<file path="src/rtl/core/assert_macros.svh">
// Assertion macros for the RTL of the one-wire bus master.
`ifndef ASSERT_MACROS_SVH
`define ASSERT_MACROS_SVH

`ifndef NO_ASSERTIONS

// Check a condition at every rising clock edge outside reset.
`define OWBM_ASSERT_ALWAYS(lbl, clk, rst_n, cond) \
    lbl: assert property (@(posedge clk) disable iff (!rst_n) (cond)) \
        else $error("one-wire master check failed");

// Check that a condition implies another at the same clock edge.
`define OWBM_ASSERT_IMPLY(lbl, clk, rst_n, ante, cons) \
    lbl: assert property (@(posedge clk) disable iff (!rst_n) (ante) |-> (cons)) \
        else $error("one-wire master implication failed");

`else

`define OWBM_ASSERT_ALWAYS(lbl, clk, rst_n, cond)
`define OWBM_ASSERT_IMPLY(lbl, clk, rst_n, ante, cons)

`endif

`endif

</file>
<file path="src/rtl/core/owbm_pkg.sv">
// Types and constants of the one-wire bus master.
package owbm_pkg;

    // Commands carried by a request
    localparam logic [1:0] CMD_TICK  = 2'd0;
    localparam logic [1:0] CMD_RESET = 2'd1;
    localparam logic [1:0] CMD_WRITE = 2'd2;
    localparam logic [1:0] CMD_READ  = 2'd3;

    // Line drive codes
    localparam logic [1:0] DRIVE_RELEASE = 2'd0;
    localparam logic [1:0] DRIVE_LOW     = 2'd1;
    localparam logic [1:0] DRIVE_HIGH    = 2'd2;

    // Slot phases
    localparam logic [1:0] PHASE_LOW  = 2'd0;
    localparam logic [1:0] PHASE_MID  = 2'd1;
    localparam logic [1:0] PHASE_TAIL = 2'd2;

    // Timing register indexes
    localparam int NUM_REGS = 8;
    localparam int TIME_W   = 10;
    localparam logic [2:0] REG_RESET_LOW     = 3'd0;
    localparam logic [2:0] REG_PRESENCE_SMPL = 3'd1;
    localparam logic [2:0] REG_RESET_TAIL    = 3'd2;
    localparam logic [2:0] REG_SLOT_LOW      = 3'd3;
    localparam logic [2:0] REG_READ_SMPL     = 3'd4;
    localparam logic [2:0] REG_READ_TAIL     = 3'd5;
    localparam logic [2:0] REG_WRITE_HOLD    = 3'd6;
    localparam logic [2:0] REG_RECOVERY      = 3'd7;

    typedef logic [TIME_W-1:0] time_val_t;

    localparam time_val_t CFG_RESET [NUM_REGS] = '{
        10'd480, 10'd100, 10'd380, 10'd2, 10'd10, 10'd49, 10'd58, 10'd1
    };

    // Running operation; codes match the commands that start them
    typedef enum logic [1:0] {
        OP_IDLE  = 2'd0,
        OP_RESET = 2'd1,
        OP_WRITE = 2'd2,
        OP_READ  = 2'd3
    } op_t;

    typedef struct packed {
        logic [1:0] command;
        logic [7:0] write_byte;
        logic       line_in;
    } in_item_t;

    typedef struct packed {
        logic [1:0] line_drive;
        logic       busy_res;
        logic       done_res;
        logic       presence;
        logic [7:0] read_data;
        logic       rejected;
    } out_item_t;

endpackage

</file>
<file path="src/rtl/core/one_wire_bus_master_top.sv">
// One-wire bus master: command sequencer, timing registers and result register.
//
//   channel   direction  handshake           payload
//   in        request    in_valid/in_stall   in_data  (command, write_byte, line_in)
//   out       result     out_valid/out_stall out_data (line_drive, busy_res, ...)
//   cfg       APB write  psel/penable/pwrite paddr, pwdata, prdata
//
// Every request yields one result, registered in the cycle after it is taken; a new request is taken every
// cycle while the result register does not stall, set by the single sequencer update into the result register.
// The result register frees the input side whenever it is empty or being taken.
// Reset clears the sequencer, drops the result and loads the default timings.
// A stalled result holds and stalls the input side only while it is held.
module one_wire_bus_master_top
    import owbm_pkg::*;
#(
    parameter int BITS_PER_BYTE = 8
) (
    input  logic        clk,
    input  logic        rst_n,
    input  logic        in_valid,
    output logic        in_stall,
    input  in_item_t    in_data,
    output logic        out_valid,
    input  logic        out_stall,
    output out_item_t   out_data,
    input  logic        psel,
    input  logic        penable,
    input  logic        pwrite,
    input  logic [4:0]  paddr,
    input  logic [31:0] pwdata,
    output logic [31:0] prdata,
    output logic        pready
);

`include "assert_macros.svh"

    localparam logic [3:0] BIT_LIMIT = 4'(BITS_PER_BYTE);

    time_val_t  cfg_reg [NUM_REGS];

    op_t        op_reg, op_next;
    logic [1:0] phase_reg, phase_next;
    time_val_t  time_reg, time_next;
    logic [2:0] bit_reg, bit_next;
    logic [7:0] shift_reg, shift_next;
    logic       presence_reg, presence_next;
    logic [7:0] recv_reg, recv_next;

    logic       out_valid_reg;
    out_item_t  out_data_reg;
    out_item_t  result;

    logic       accept;
    logic [1:0] cur_drive;
    time_val_t  phase_len;
    logic [10:0] cnt;
    logic       last_bit;

    // Configuration port: write on the access cycle, read combinationally
    assign pready = 1'b1;
    assign prdata = {22'd0, cfg_reg[paddr[4:2]]};

    always_ff @(posedge clk or negedge rst_n)
    begin
        if (!rst_n)
        begin
            for (int i = 0; i < NUM_REGS; i++)
            begin
                cfg_reg[i] <= CFG_RESET[i];
            end
        end
        else if (psel && penable && pwrite && pready)
        begin
            cfg_reg[paddr[4:2]] <= pwdata[TIME_W-1:0];
        end
    end

    // Handshake: take a request when the result register is free or draining
    assign in_stall  = out_valid_reg && out_stall;
    assign accept    = in_valid && !in_stall;
    assign out_valid = out_valid_reg;
    assign out_data  = out_data_reg;

    // Select the duration of the current phase
    always_comb
    begin
        phase_len = cfg_reg[REG_SLOT_LOW];
        unique case (op_reg)
            OP_RESET:
            begin
                case (phase_reg)
                    PHASE_LOW: phase_len = cfg_reg[REG_RESET_LOW];
                    PHASE_MID: phase_len = cfg_reg[REG_PRESENCE_SMPL];
                    default:   phase_len = cfg_reg[REG_RESET_TAIL];
                endcase
            end
            OP_WRITE:
            begin
                case (phase_reg)
                    PHASE_LOW: phase_len = cfg_reg[REG_SLOT_LOW];
                    PHASE_MID: phase_len = cfg_reg[REG_WRITE_HOLD];
                    default:   phase_len = cfg_reg[REG_RECOVERY];
                endcase
            end
            default:
            begin
                case (phase_reg)
                    PHASE_LOW: phase_len = cfg_reg[REG_SLOT_LOW];
                    PHASE_MID: phase_len = cfg_reg[REG_READ_SMPL];
                    default:   phase_len = cfg_reg[REG_READ_TAIL];
                endcase
            end
        endcase
    end

    // Line level of the current phase
    always_comb
    begin
        if (op_reg == OP_IDLE)
            cur_drive = DRIVE_RELEASE;
        else if (phase_reg == PHASE_LOW)
            cur_drive = DRIVE_LOW;
        else if (op_reg == OP_WRITE && phase_reg == PHASE_MID)
            cur_drive = shift_reg[0] ? DRIVE_HIGH : DRIVE_LOW;
        else
            cur_drive = DRIVE_RELEASE;
    end

    assign cnt      = {1'b0, time_reg} + 11'd1;
    assign last_bit = ({1'b0, bit_reg} + 4'd1) >= BIT_LIMIT;

    // Sequencer: start or reject commands, advance phases on ticks
    always_comb
    begin
        op_next       = op_reg;
        phase_next    = phase_reg;
        time_next     = time_reg;
        bit_next      = bit_reg;
        shift_next    = shift_reg;
        presence_next = presence_reg;
        recv_next     = recv_reg;
        result        = '0;

        if (in_data.command != CMD_TICK)
        begin
            if (op_reg != OP_IDLE)
            begin
                result.rejected   = 1'b1;
                result.line_drive = cur_drive;
            end
            else
            begin
                op_next           = op_t'(in_data.command);
                phase_next        = PHASE_LOW;
                time_next         = '0;
                bit_next          = '0;
                shift_next        = (in_data.command == CMD_WRITE) ? in_data.write_byte : 8'd0;
                result.line_drive = DRIVE_LOW;
            end
        end
        else if (op_reg != OP_IDLE)
        begin
            result.line_drive = cur_drive;
            if (cnt >= {1'b0, phase_len})
            begin
                time_next = '0;
                // Sample the line at the end of the middle phase
                if (phase_reg == PHASE_MID && op_reg == OP_RESET)
                    presence_next = !in_data.line_in;
                if (phase_reg == PHASE_MID && op_reg == OP_READ && in_data.line_in)
                    shift_next = shift_reg | (8'd1 << bit_reg);
                if (phase_reg != PHASE_TAIL)
                begin
                    phase_next = phase_reg + 2'd1;
                end
                else
                begin
                    phase_next = PHASE_LOW;
                    if (op_reg == OP_RESET || last_bit)
                    begin
                        if (op_reg == OP_READ)
                            recv_next = shift_reg;
                        op_next         = OP_IDLE;
                        bit_next        = '0;
                        result.done_res = 1'b1;
                    end
                    else
                    begin
                        bit_next = bit_reg + 3'd1;
                        if (op_reg == OP_WRITE)
                            shift_next = shift_reg >> 1;
                    end
                end
            end
            else
            begin
                time_next = cnt[TIME_W-1:0];
            end
        end

        result.busy_res  = (op_next != OP_IDLE);
        result.presence  = presence_next;
        result.read_data = recv_next;
    end

    // Sequencer state: advance on each accepted request
    always_ff @(posedge clk or negedge rst_n)
    begin
        if (!rst_n)
        begin
            op_reg       <= OP_IDLE;
            phase_reg    <= PHASE_LOW;
            time_reg     <= '0;
            bit_reg      <= '0;
            shift_reg    <= '0;
            presence_reg <= 1'b0;
            recv_reg     <= '0;
        end
        else if (accept)
        begin
            op_reg       <= op_next;
            phase_reg    <= phase_next;
            time_reg     <= time_next;
            bit_reg      <= bit_next;
            shift_reg    <= shift_next;
            presence_reg <= presence_next;
            recv_reg     <= recv_next;
        end
    end

    // Result register: load on accept, drop when taken
    always_ff @(posedge clk or negedge rst_n)
    begin
        if (!rst_n)
        begin
            out_valid_reg <= 1'b0;
        end
        else if (accept)
        begin
            out_valid_reg <= 1'b1;
        end
        else if (!out_stall)
        begin
            out_valid_reg <= 1'b0;
        end
    end

    always_ff @(posedge clk)
    begin
        if (accept)
        begin
            out_data_reg <= result;
        end
    end

    // Checks on sequencer and result consistency
    `OWBM_ASSERT_IMPLY(a_busy_matches_op, clk, rst_n, out_valid_reg,
        out_data_reg.busy_res == (op_reg != OP_IDLE))
    `OWBM_ASSERT_ALWAYS(a_done_not_busy, clk, rst_n,
        !(out_valid_reg && out_data_reg.done_res && out_data_reg.busy_res))
    `OWBM_ASSERT_IMPLY(a_reject_when_busy, clk, rst_n,
        out_valid_reg && out_data_reg.rejected, out_data_reg.busy_res)
    `OWBM_ASSERT_IMPLY(a_idle_is_clear, clk, rst_n, op_reg == OP_IDLE,
        phase_reg == PHASE_LOW && time_reg == '0 && bit_reg == '0)

endmodule

</file>
<file path="config.mk">
export PLATFORM = sky130hd
export DESIGN_NAME = one_wire_bus_master_top
export DESIGN_NICKNAME = d
export VERILOG_FILES = /design/src/rtl/core/owbm_pkg.sv /design/src/rtl/core/one_wire_bus_master_top.sv
export VERILOG_INCLUDE_DIRS = /design/src /design/src/rtl/core
export SDC_FILE = /design/constraint.sdc
export NUM_CORES = 1
export LEC_CHECK = 0
export BUFFER_PORTS_ARGS = -buffer_cell sky130_fd_sc_hd__buf_2
export CAP_MARGIN = 40
export CORE_MARGIN = 2
export CORE_UTILIZATION = 55
export CTS_BUF_LIST = sky130_fd_sc_hd__clkbuf_8 sky130_fd_sc_hd__clkbuf_16
export CTS_CLUSTER_SIZE = 20
export DETAILED_ROUTE_END_ITERATION = 10
export GPL_ROUTABILITY_DRIVEN = 0
export PLACE_DENSITY = 0.84
export SYNTH_ARGS = -nofsm -noshare
export SYNTH_HDL_FRONTEND = slang
export SYNTH_SLANG_ARGS = --single-unit
export TNS_END_PERCENT = 1
</file>
<file path="constraint.sdc">
create_clock -name clk -period 7.3 [get_ports clk]
set_clock_uncertainty 0.15 [all_clocks]
set_input_delay 1.46 -clock clk [delete_from_list [all_inputs] [get_ports clk]]
set_output_delay 1.46 -clock clk [all_outputs]
set_load 0.005 [all_outputs]
</file>
; Word level (Yosys, flattened, before mapping)
; Index checks and enable logic that the tools add are counted.
[word_totals]
register_bits = 129
latchBits = 0
ram_bits = 0
romBits = 0
inputBits = 55
out_inout_bits = 49
wordCells = 128
mem_count = 0
[op_classes]
add_sub_neg = 4
multipliers = 0
div_mod_pow = 0
magnitude_cmp = 4
n_eq_ne = 9
shifts = 1
n_mux = 61
n_bitwise = 4
n_reduce_logical = 23
[op_table]
columns = op, n
row1 = $mux 8, 15
row2 = $bwmux 80, 1
row3 = $pmux 10 s2, 4
row4 = $mux 10, 7
row5 = $mux 2, 18
row6 = $bmux 10 s3, 1
row7 = $demux 10 s3, 1
row8 = $mux 3, 6
row9 = $add 10x1->11 const B, 1
row10 = $ge 11x10->1, 1
row11 = $reduce_bool 2->1, 5
row12 = $logic_and 1x1->1, 9
row13 = $ge 4x4->1 const B, 2
row14 = $mux 1, 8
row15 = $or 8x8->8, 1
row16 = $shl 1x3->8 const A, 1
row17 = $eq 2x2->1 const B, 3
row18 = $ne 2x2->1 const B, 3
row19 = $reduce_and 5->1, 1
row20 = $add 3x1->4 const B, 1
row21 = $eq 2x1->1 const B, 2
row22 = $logic_not 2->1, 2
row23 = $lt 4x1->1 const B, 1
row24 = $not 3->4, 1
row25 = 9 further kinds, 11

; Logic depth before layout (Yosys ltp)
; Gate-level depths: netlist of the first run.
[depth]
ltp_word = 10
ltp_mapped = 16
ltp_nobuf = 13

; Least setup slack after synthesis of the first run
; Ideal clock, no wire load.
[synth_path]
path_type = input to output
from = input port paddr[4]
to = output port prdata[6]
t_arrival_ns = 2.845
required_time_ns = 5.690
slack_ns = 2.845
cell_stages = 5
n_path_buf = 3
cell_sequence = clkbuf_1 -> clkbuf_1 -> buf_2 -> mux4_2 -> mux2_2
[synth_between]
elab_chain_len = 4
[synth_rtl]
columns = item, line_no
row1 = "start, declared", one_wire_bus_master_top.sv:29  ; input logic [4:0] paddr,
row2 = $not 3->4 (implied by the code), one_wire_bus_master_top.sv:61  ; assign prdata = {22'd0, cfg_reg[paddr[4:2]]};
row3 = $bmux 10 s3, one_wire_bus_master_top.sv:61
row4 = $mux 10 (implied by the code) (2 in a row), one_wire_bus_master_top.sv:61
row5 = "end, declared", one_wire_bus_master_top.sv:31  ; output logic [31:0] prdata,
; Every way passes these cells. The select of a mux whose other input is x is not followed.

; Worst setup path after layout of the first run
[layout_path]
from = input port paddr[4]
to = output port prdata[7]
; The elaborated chain is that of the path after synthesis.

==> results of run 1 <==
## where the power goes
| group | switching, mW | leakage [nW] | internal, mW |
|---|---|---|---|
| combinational | 0.362 | 1.90 | 0.266 |
| clock | 0.330 | 0.269 | 0.484 |
| sequential | 0.0984 | 1.54 | 0.862 |
## metal layers
layer | global-route usage | share of wire | vias up
met3 | 0.0625 | 0.071 | 55
met2 | 0.412 | 0.48 | 278
met4 | 0.110 | 0.024 | 0
li1 | - | - | 2686
met1 | 0.343 | 0.42 | 2897
met5 | 0 | 0 | -
## final cells by class
class / count / area (sq um) / share of cell area
multi-input cells: 540 / 3910 / 0.461
flip-flops and latches: 129 / 3330 / 0.392
clock buffers: 19 / 453 / 0.0534
repair buffers: 67 / 400 / 0.0472
well taps: 176 / 220 / 0.0260
clock inverters: 13 / 114 / 0.0134
inverters: 14 / 52.6 / 0.00620
## final timing paths
kind,from,cells past startpoint,to
max,paddr[4],6,prdata[7]
min,recv_reg[2]$_DFFE_PN0P_,1,recv_reg[2]$_DFFE_PN0P_
max reg2reg,op_reg[0]$_DFFE_PN0P_,12,shift_reg[3]$_DFFE_PN0P_
min reg2reg,recv_reg[2]$_DFFE_PN0P_,1,recv_reg[2]$_DFFE_PN0P_
max in group asynchronous,rst_n,2,cfg_reg[33]$_DFFE_PN1P_
min in group asynchronous,rst_n,1,out_valid$_DFFE_PN0P_
## critical path, delay by kind of cell
| family | cells | cell delay (ps) |
|---|---|---|
| buffers and inverters | 2 | 740 |
| and+or+nand+nor | 2 | 660 |
| AOI/OAI and AO/OA | 2 | 380 |
## Yosys cell counts, types with 3 or more instances
| cell | n | area share |
|---|---|---|
| a22o_1 | 8 | 0.0093 |
| nand3_1 | 14 | 0.0093 |
| xor2_1 | 3 | 0.0035 |
| xnor2_1 | 5 | 0.0058 |
| nand2_1 | 82 | 0.041 |
| a221oi_1 | 4 | 0.0047 |
| mux2i_1 | 20 | 0.027 |
| mux2_4 | 8 | 0.016 |
| ha_1 | 22 | 0.037 |
| a31oi_1 | 9 | 0.0075 |
| a21oi_1 | 41 | 0.027 |
| buf_4 | 23 | 0.023 |
| a221o_1 | 3 | 0.0040 |
| and3_1 | 7 | 0.0058 |
| nand4_1 | 4 | 0.0033 |
| nor2_1 | 28 | 0.014 |
| buf_2 | 7 | 0.0047 |
| o22ai_1 | 4 | 0.0033 |
| mux4_2 | 4 | 0.012 |
| and2_1 | 4 | 0.0033 |
| clkbuf_1 | 27 | 0.013 |
| nor2b_1 | 18 | 0.015 |
| dfstp_2 | 24 | 0.084 |
| edfxtp_1 | 14 | 0.056 |
| nand2b_1 | 9 | 0.0075 |
| a32o_1 | 4 | 0.0053 |
| or3_1 | 3 | 0.0025 |
| a22oi_1 | 20 | 0.020 |
| inv_1 | 14 | 0.0070 |
| dfrtp_1 | 91 | 0.30 |
| mux2_2 | 98 | 0.15 |
| o21ai_0 | 64 | 0.043 |
## stage by stage
step | hold slack [ps] | total power, mW | instance area [sq um]
after floorplan | 327 | 1.41 | 7610
after global routing | 376 | 2.52 | 8480
after CTS | 362 | 2.40 | 8480
after detailed placement | 341 | 1.57 | 7910
after global placement | 338 | 1.54 | 7840
final | 360 | 2.40 | 8480
## logic make-up after synthesis
kind of cell | share of synthesized area
simple gates | 0.117
compound gates | 0.144
mux | 0.201
flops | 0.442
buf+inv | 0.0490
fa+ha+maj | 0.0366
xor+xnor | 0.00930
other cells | 0.000997
## placed cells by master, fill, tap and decap left out, drive strengths merged, types with 3 or more instances in the layout
cell type	netlist	layout
dfrtp	91	91
clkinvlp	0	5
conb	2	23
nand2	83	83
clkbuf	27	19
o21ai	64	64
mux4	4	4
a22o	8	8
ha	22	22
and2	4	4
buf	32	67
nor3	3	3
a221oi	4	4
a21oi	42	42
nand2b	9	9
a32o	4	4
mux2	106	106
dfstp	24	24
nand4	4	4
edfxtp	14	14
nor2	28	28
mux2i	20	20
or3	3	3
nand3	14	14
a221o	3	3
xnor2	5	5
xor2	3	3
a22oi	20	20
and3	7	7
inv	14	17
o22ai	4	4
clkinv	0	4
a31oi	10	10
nor2b	18	18
==> impl_metrics.ini, run 1 <==
[sta]
fmax_mhz = 206
drv_slew = 0
setup_viol = 0
fin_tns_setup_ps = 0
finalCritPeriodShare = 0.666
fin_ws_ps = 2440
period_minus_slack_ps = 4860
rsz0062_at_grt = false
hold_viol_final = 0
relSlewSlack = 0.429
tightest_slew_ps = 857

[critical_path]
critPathMaxStageDelay_ps = 600
cp.arrival_ps = 3250
startpoint_type = input pin
crit_slowest_cell = buf_2
path_common_cell = buf_2
worstPathMaxFanout = 34
rrSetupSlack_ps = 2720
end_kind = output pin
crit_required_ps = 5690
crit_chain = buf_2, nor2_1, a221oi_1, a21oi_1, or2_2, buf_2
critical_path_class = in2out

[clocking]
htree_levels = 4
cts_sinks = 129
cts_hold_buf = 0
clkSlewWorstSetupHoldPaths_ps = 60
ctsResizeCount = 0
cts-buffers-inserted = 17
worstSkewPairLatency_ps = 430
cts_tree = yes
cts_root_buf = clkbuf_16
cts_setup_buffers = 0
clockBufferDepth = 2

[yosys]
synth_seq_cells = 129
postSynthAreaPerCell_sq_um = 10.4
ys_async_sr_fraction = 0.891
ys_warn_count = 0
syn_area_sq_mm = 0.00753
netlist_instances = 721
ys_seq_area_frac = 0.442
ys.flop_type = dfrtp_1
ys_types = 57
synth_edf_count = 14

[drt]
wl_mm = 18.2
drc = 0
vias = 5916
drtIter0Drc = 671
ant_nets = 0
viasPerCell = 6.18
dr.pass1.iters = 6
wl_per_cell_microns = 19.0

[global_routing]
grt_pass1_wl_mm = 29.3
grt_max_degree = 67
grt_usage = 0.260
overflow = 0
grt_pass1_vias = 5785
antenna_found_initial = 0

[pwr]
power.density_mw_per_mm2 = 283
leakage_nw = 3.71
irDropWorstVdd_v = 0.000219

[die]
die_w_microns = 121
die_h_microns = 121
dieArea_sq_mm = 0.0146
start_util = 0.566
fp-row-count = 42
ioPinCount = 104
design.core.area_sq_mm = 0.0133

[placed_design]
pre_cts_slack_ps = 2490
hpwl_mm = 11.8
portBuffers = 56
dpl.cell_count = 926

[layout]
nFillCells = 1026
syn_to_final_growth_pct = 12.6
largest_reg_flops = 80
n_antenna_cell = 0
drive_gt1_frac = 0.306
nets = 846
layout.cells.non_filler = 958
final_util = 0.638

[run_status]
run_status = finished clean

[worst_hold_path]
hold_class = reg2reg

[job]
drv_cap = 0
No activity file was read; power rests on OpenSTA's default activity.
==> run 2: changes to the inputs <==
--- a/config.mk
+++ b/config.mk
@@ -6,15 +6,16 @@
 export SDC_FILE = /design/constraint.sdc
 export NUM_CORES = 1
 export LEC_CHECK = 0
+export ABC_AREA = 1
 export BUFFER_PORTS_ARGS = -buffer_cell sky130_fd_sc_hd__buf_2
 export CAP_MARGIN = 40
 export CORE_MARGIN = 2
-export CORE_UTILIZATION = 55
+export CORE_UTILIZATION = 52
 export CTS_BUF_LIST = sky130_fd_sc_hd__clkbuf_8 sky130_fd_sc_hd__clkbuf_16
 export CTS_CLUSTER_SIZE = 20
 export DETAILED_ROUTE_END_ITERATION = 10
 export GPL_ROUTABILITY_DRIVEN = 0
-export PLACE_DENSITY = 0.84
+export PLACE_DENSITY = 0.83
 export SYNTH_ARGS = -nofsm -noshare
 export SYNTH_HDL_FRONTEND = slang
 export SYNTH_SLANG_ARGS = --single-unit
==> constraint.sdc (replaced) <==
create_clock -name clk -period 4 [get_ports clk]
set_clock_uncertainty 0.15 [all_clocks]
set_input_delay 0.8 -clock clk [delete_from_list [all_inputs] [get_ports clk]]
set_output_delay 0.8 -clock clk [all_outputs]
set_load 0.005 [all_outputs]
==> run 2 against run 1 <==
Effect of this change: synthesized area is 3.2% lower; via count is 11% higher; register-to-register slack worse by 2300 ps; non-clock buffer count stayed put; flip-flop and latch count stayed put; sequential power is 91% higher; setup slack worse by 2000 ps; global-route usage is 1.1 points higher; first-iteration DRC count is 4.8% higher; die area is 2.3% higher; critical path type is now reg2reg; largest power group unchanged.
==> impl_metrics.ini, run 2 <==
[global_routing]
antenna_found_initial = 0
grt_max_degree = 116
grt_pass1_wl_mm = 31.3
grt_pass1_vias = 6259
grt_usage = 0.271
overflow = 0

[layout]
largest_reg_flops = 80
final_common_cell = nand2_1
nFillCells = 1225
drive_gt1_frac = 0.151
layout_common_cells = nand2_1 (242), o21ai_0 (113), inv_1 (112)
n_antenna_cell = 0
syn_to_final_growth_pct = 12.7
nets = 1041

[critical_path]
crit_slowest_cell = dfrtp_1
crit_required_ps = 4040
path_delay_family = simple AND/OR/NAND/NOR gates
critical_path_class = reg2reg
r2r-start = phase_reg[1]$_DFFE_PN0P_
path_buf_inv = 2
critPathMaxStageDelay_ps = 400
rrSetupSlack_ps = 390
path_common_cell = nand2_1
r2r_cells = 16
rr_endpoint = out_data[1]$_DFFE_PP_
cp.arrival_ps = 3650
worstPathMaxFanout = 14
end_kind = flop
crit_chain = buf_4, nor2_1, inv_1, nor2_1, o21ai_0, a22o_1, ha_1, nand2_1, nand2_1, a21oi_1, nand2_2, nor2_2, nand2_4, nand4_1, nand2_1, and2_1
startpoint_type = flop

[sta]
rsz0062_at_grt = false
setup_viol = 0
finalCritPeriodShare = 0.901
fin_tns_setup_ps = 0
fmax_mhz = 277
drv_slew = 0
period_minus_slack_ps = 3610
whs_ps = 294
tightest_slew_ps = 783
relSlewSlack = 0.477
hold_viol_final = 0

[placed_design]
hpwl_mm = 12.5
portBuffers = 56

[pwr]
irDropWorstVdd_v = 0.000316
power.density_mw_per_mm2 = 578
leakage_nw = 4.01

[drt]
wl_mm = 19.1
wl_per_cell_microns = 16.5
vias = 6555
ant_nets = 0
drc = 0
dr.pass1.iters = 7
viasPerCell = 5.67
drtIter0Drc = 703

[die]
start_util = 0.529
design.core.area_sq_mm = 0.0138
fp-row-count = 43
ioPinCount = 104
die_w_microns = 122
dieArea_sq_mm = 0.0150
die_h_microns = 122

[yosys]
muxShareOfSynthArea = 0
synth_top_family_by_area = simple AND/OR/NAND/NOR gates
synth_edf_count = 14
yosys-top-cells-area = dfrtp_1 (31%), nand2_1 (12%), dfstp_2 (8.6%), o21ai_0 (7.8%), edfxtp_1 (5.8%)
synth_top_area_share = 0.312
ys.flop_type = dfrtp_1
synthXorXnorAreaFrac = 0.00721
ys_types = 45
ys_seq_area_frac = 0.456
ys_warn_count = 0
netlist_instances = 916
postSynthAreaPerCell_sq_um = 7.96
synth_fa_ha_area_frac = 0.0377
yosysMostFrequentCell = nand2_1
synth_top_area_cell = dfrtp_1
syn_area_sq_mm = 0.00729
netlist_top_cells_count = nand2_1 (242), o21ai_0 (113), inv_1 (112)
synth_simple_gate_area_frac = 0.223
ys_async_sr_fraction = 0.891
synth_seq_cells = 129
synth_compound_area_frac = 0.170

[clocking]
ctsResizeCount = 0
cts_hold_buf = 0
cts_tree = yes
cts-buffers-inserted = 17
cts_setup_buffers = 0
clkSlewWorstSetupHoldPaths_ps = 60
worstSkewPairLatency_ps = 430
clockBufferDepth = 2
cts_sinks = 129
htree_levels = 4
cts_root_buf = clkbuf_16

[worst_hold_path]
hold_class = in2async

[run_status]
run_status = finished clean

[job]
drv_cap = 0
==> run 2: kinds of logic (layout without fill, tap and decap cells) <==
kind of cell	after synthesis	count (layout)
compound gates	208	208
xor+xnor	6	6
fa+ha+maj	22	22
buf+inv	173	213
flops	129	129
other cells	2	23
simple gates	376	376
==> run 2: per-stage QoR <==
step                      power [mW]  instance area [sq um]  setup WS [ps]  cells   util
after floorplan                 2.80                   7370            939    937      -
after global placement          3.15                   7640            582   1125  0.555
after detailed placement        3.21                   7640            513   1125  0.555
after CTS                       4.74                   8220            441   1157  0.597
after global routing            5.04                   8220            153   1157  0.597
final                           4.75                   8220            395   1157  0.597
==> run 2: worst max path at each step <==
stage,start,to,cells after the start,slack [ps]
after floorplan,op_reg[0]$_DFFE_PN0P_,out_data[1]$_DFFE_PP_,17,940
after global placement,op_reg[0]$_DFFE_PN0P_,out_data[1]$_DFFE_PP_,15,580
after detailed placement,op_reg[0]$_DFFE_PN0P_,out_data[1]$_DFFE_PP_,15,510
after CTS,phase_reg[1]$_DFFE_PN0P_,out_data[1]$_DFFE_PP_,16,440
after global routing,phase_reg[1]$_DFFE_PN0P_,out_data[3]$_DFFE_PP_,16,150
final,phase_reg[1]$_DFFE_PN0P_,out_data[1]$_DFFE_PP_,16,390
==> run 2: power by group <==
group	internal (mW)	switching (mW)	leakage, nW
combinational	0.511	0.884	2.20
clock	0.871	0.656	0.263
sequential	1.64	0.188	1.54
==> run 2: layer usage <==
layer / GRT usage / part of all wire
met5: 0 / 0
met4: 0.127 / 0.035
met3: 0.0595 / 0.082
met2: 0.431 / 0.48
met1: 0.353 / 0.40
==> run 2: layout make-up <==
type,instances,area (sq um),area share
repair buffers,67,378,0.0460
inverters,114,428,0.0521
clock inverters,15,150,0.0183
well taps,180,225,0.0274
multi-input cells,635,3280,0.399
flip-flops and latches,129,3330,0.405
clock buffers,17,425,0.0518
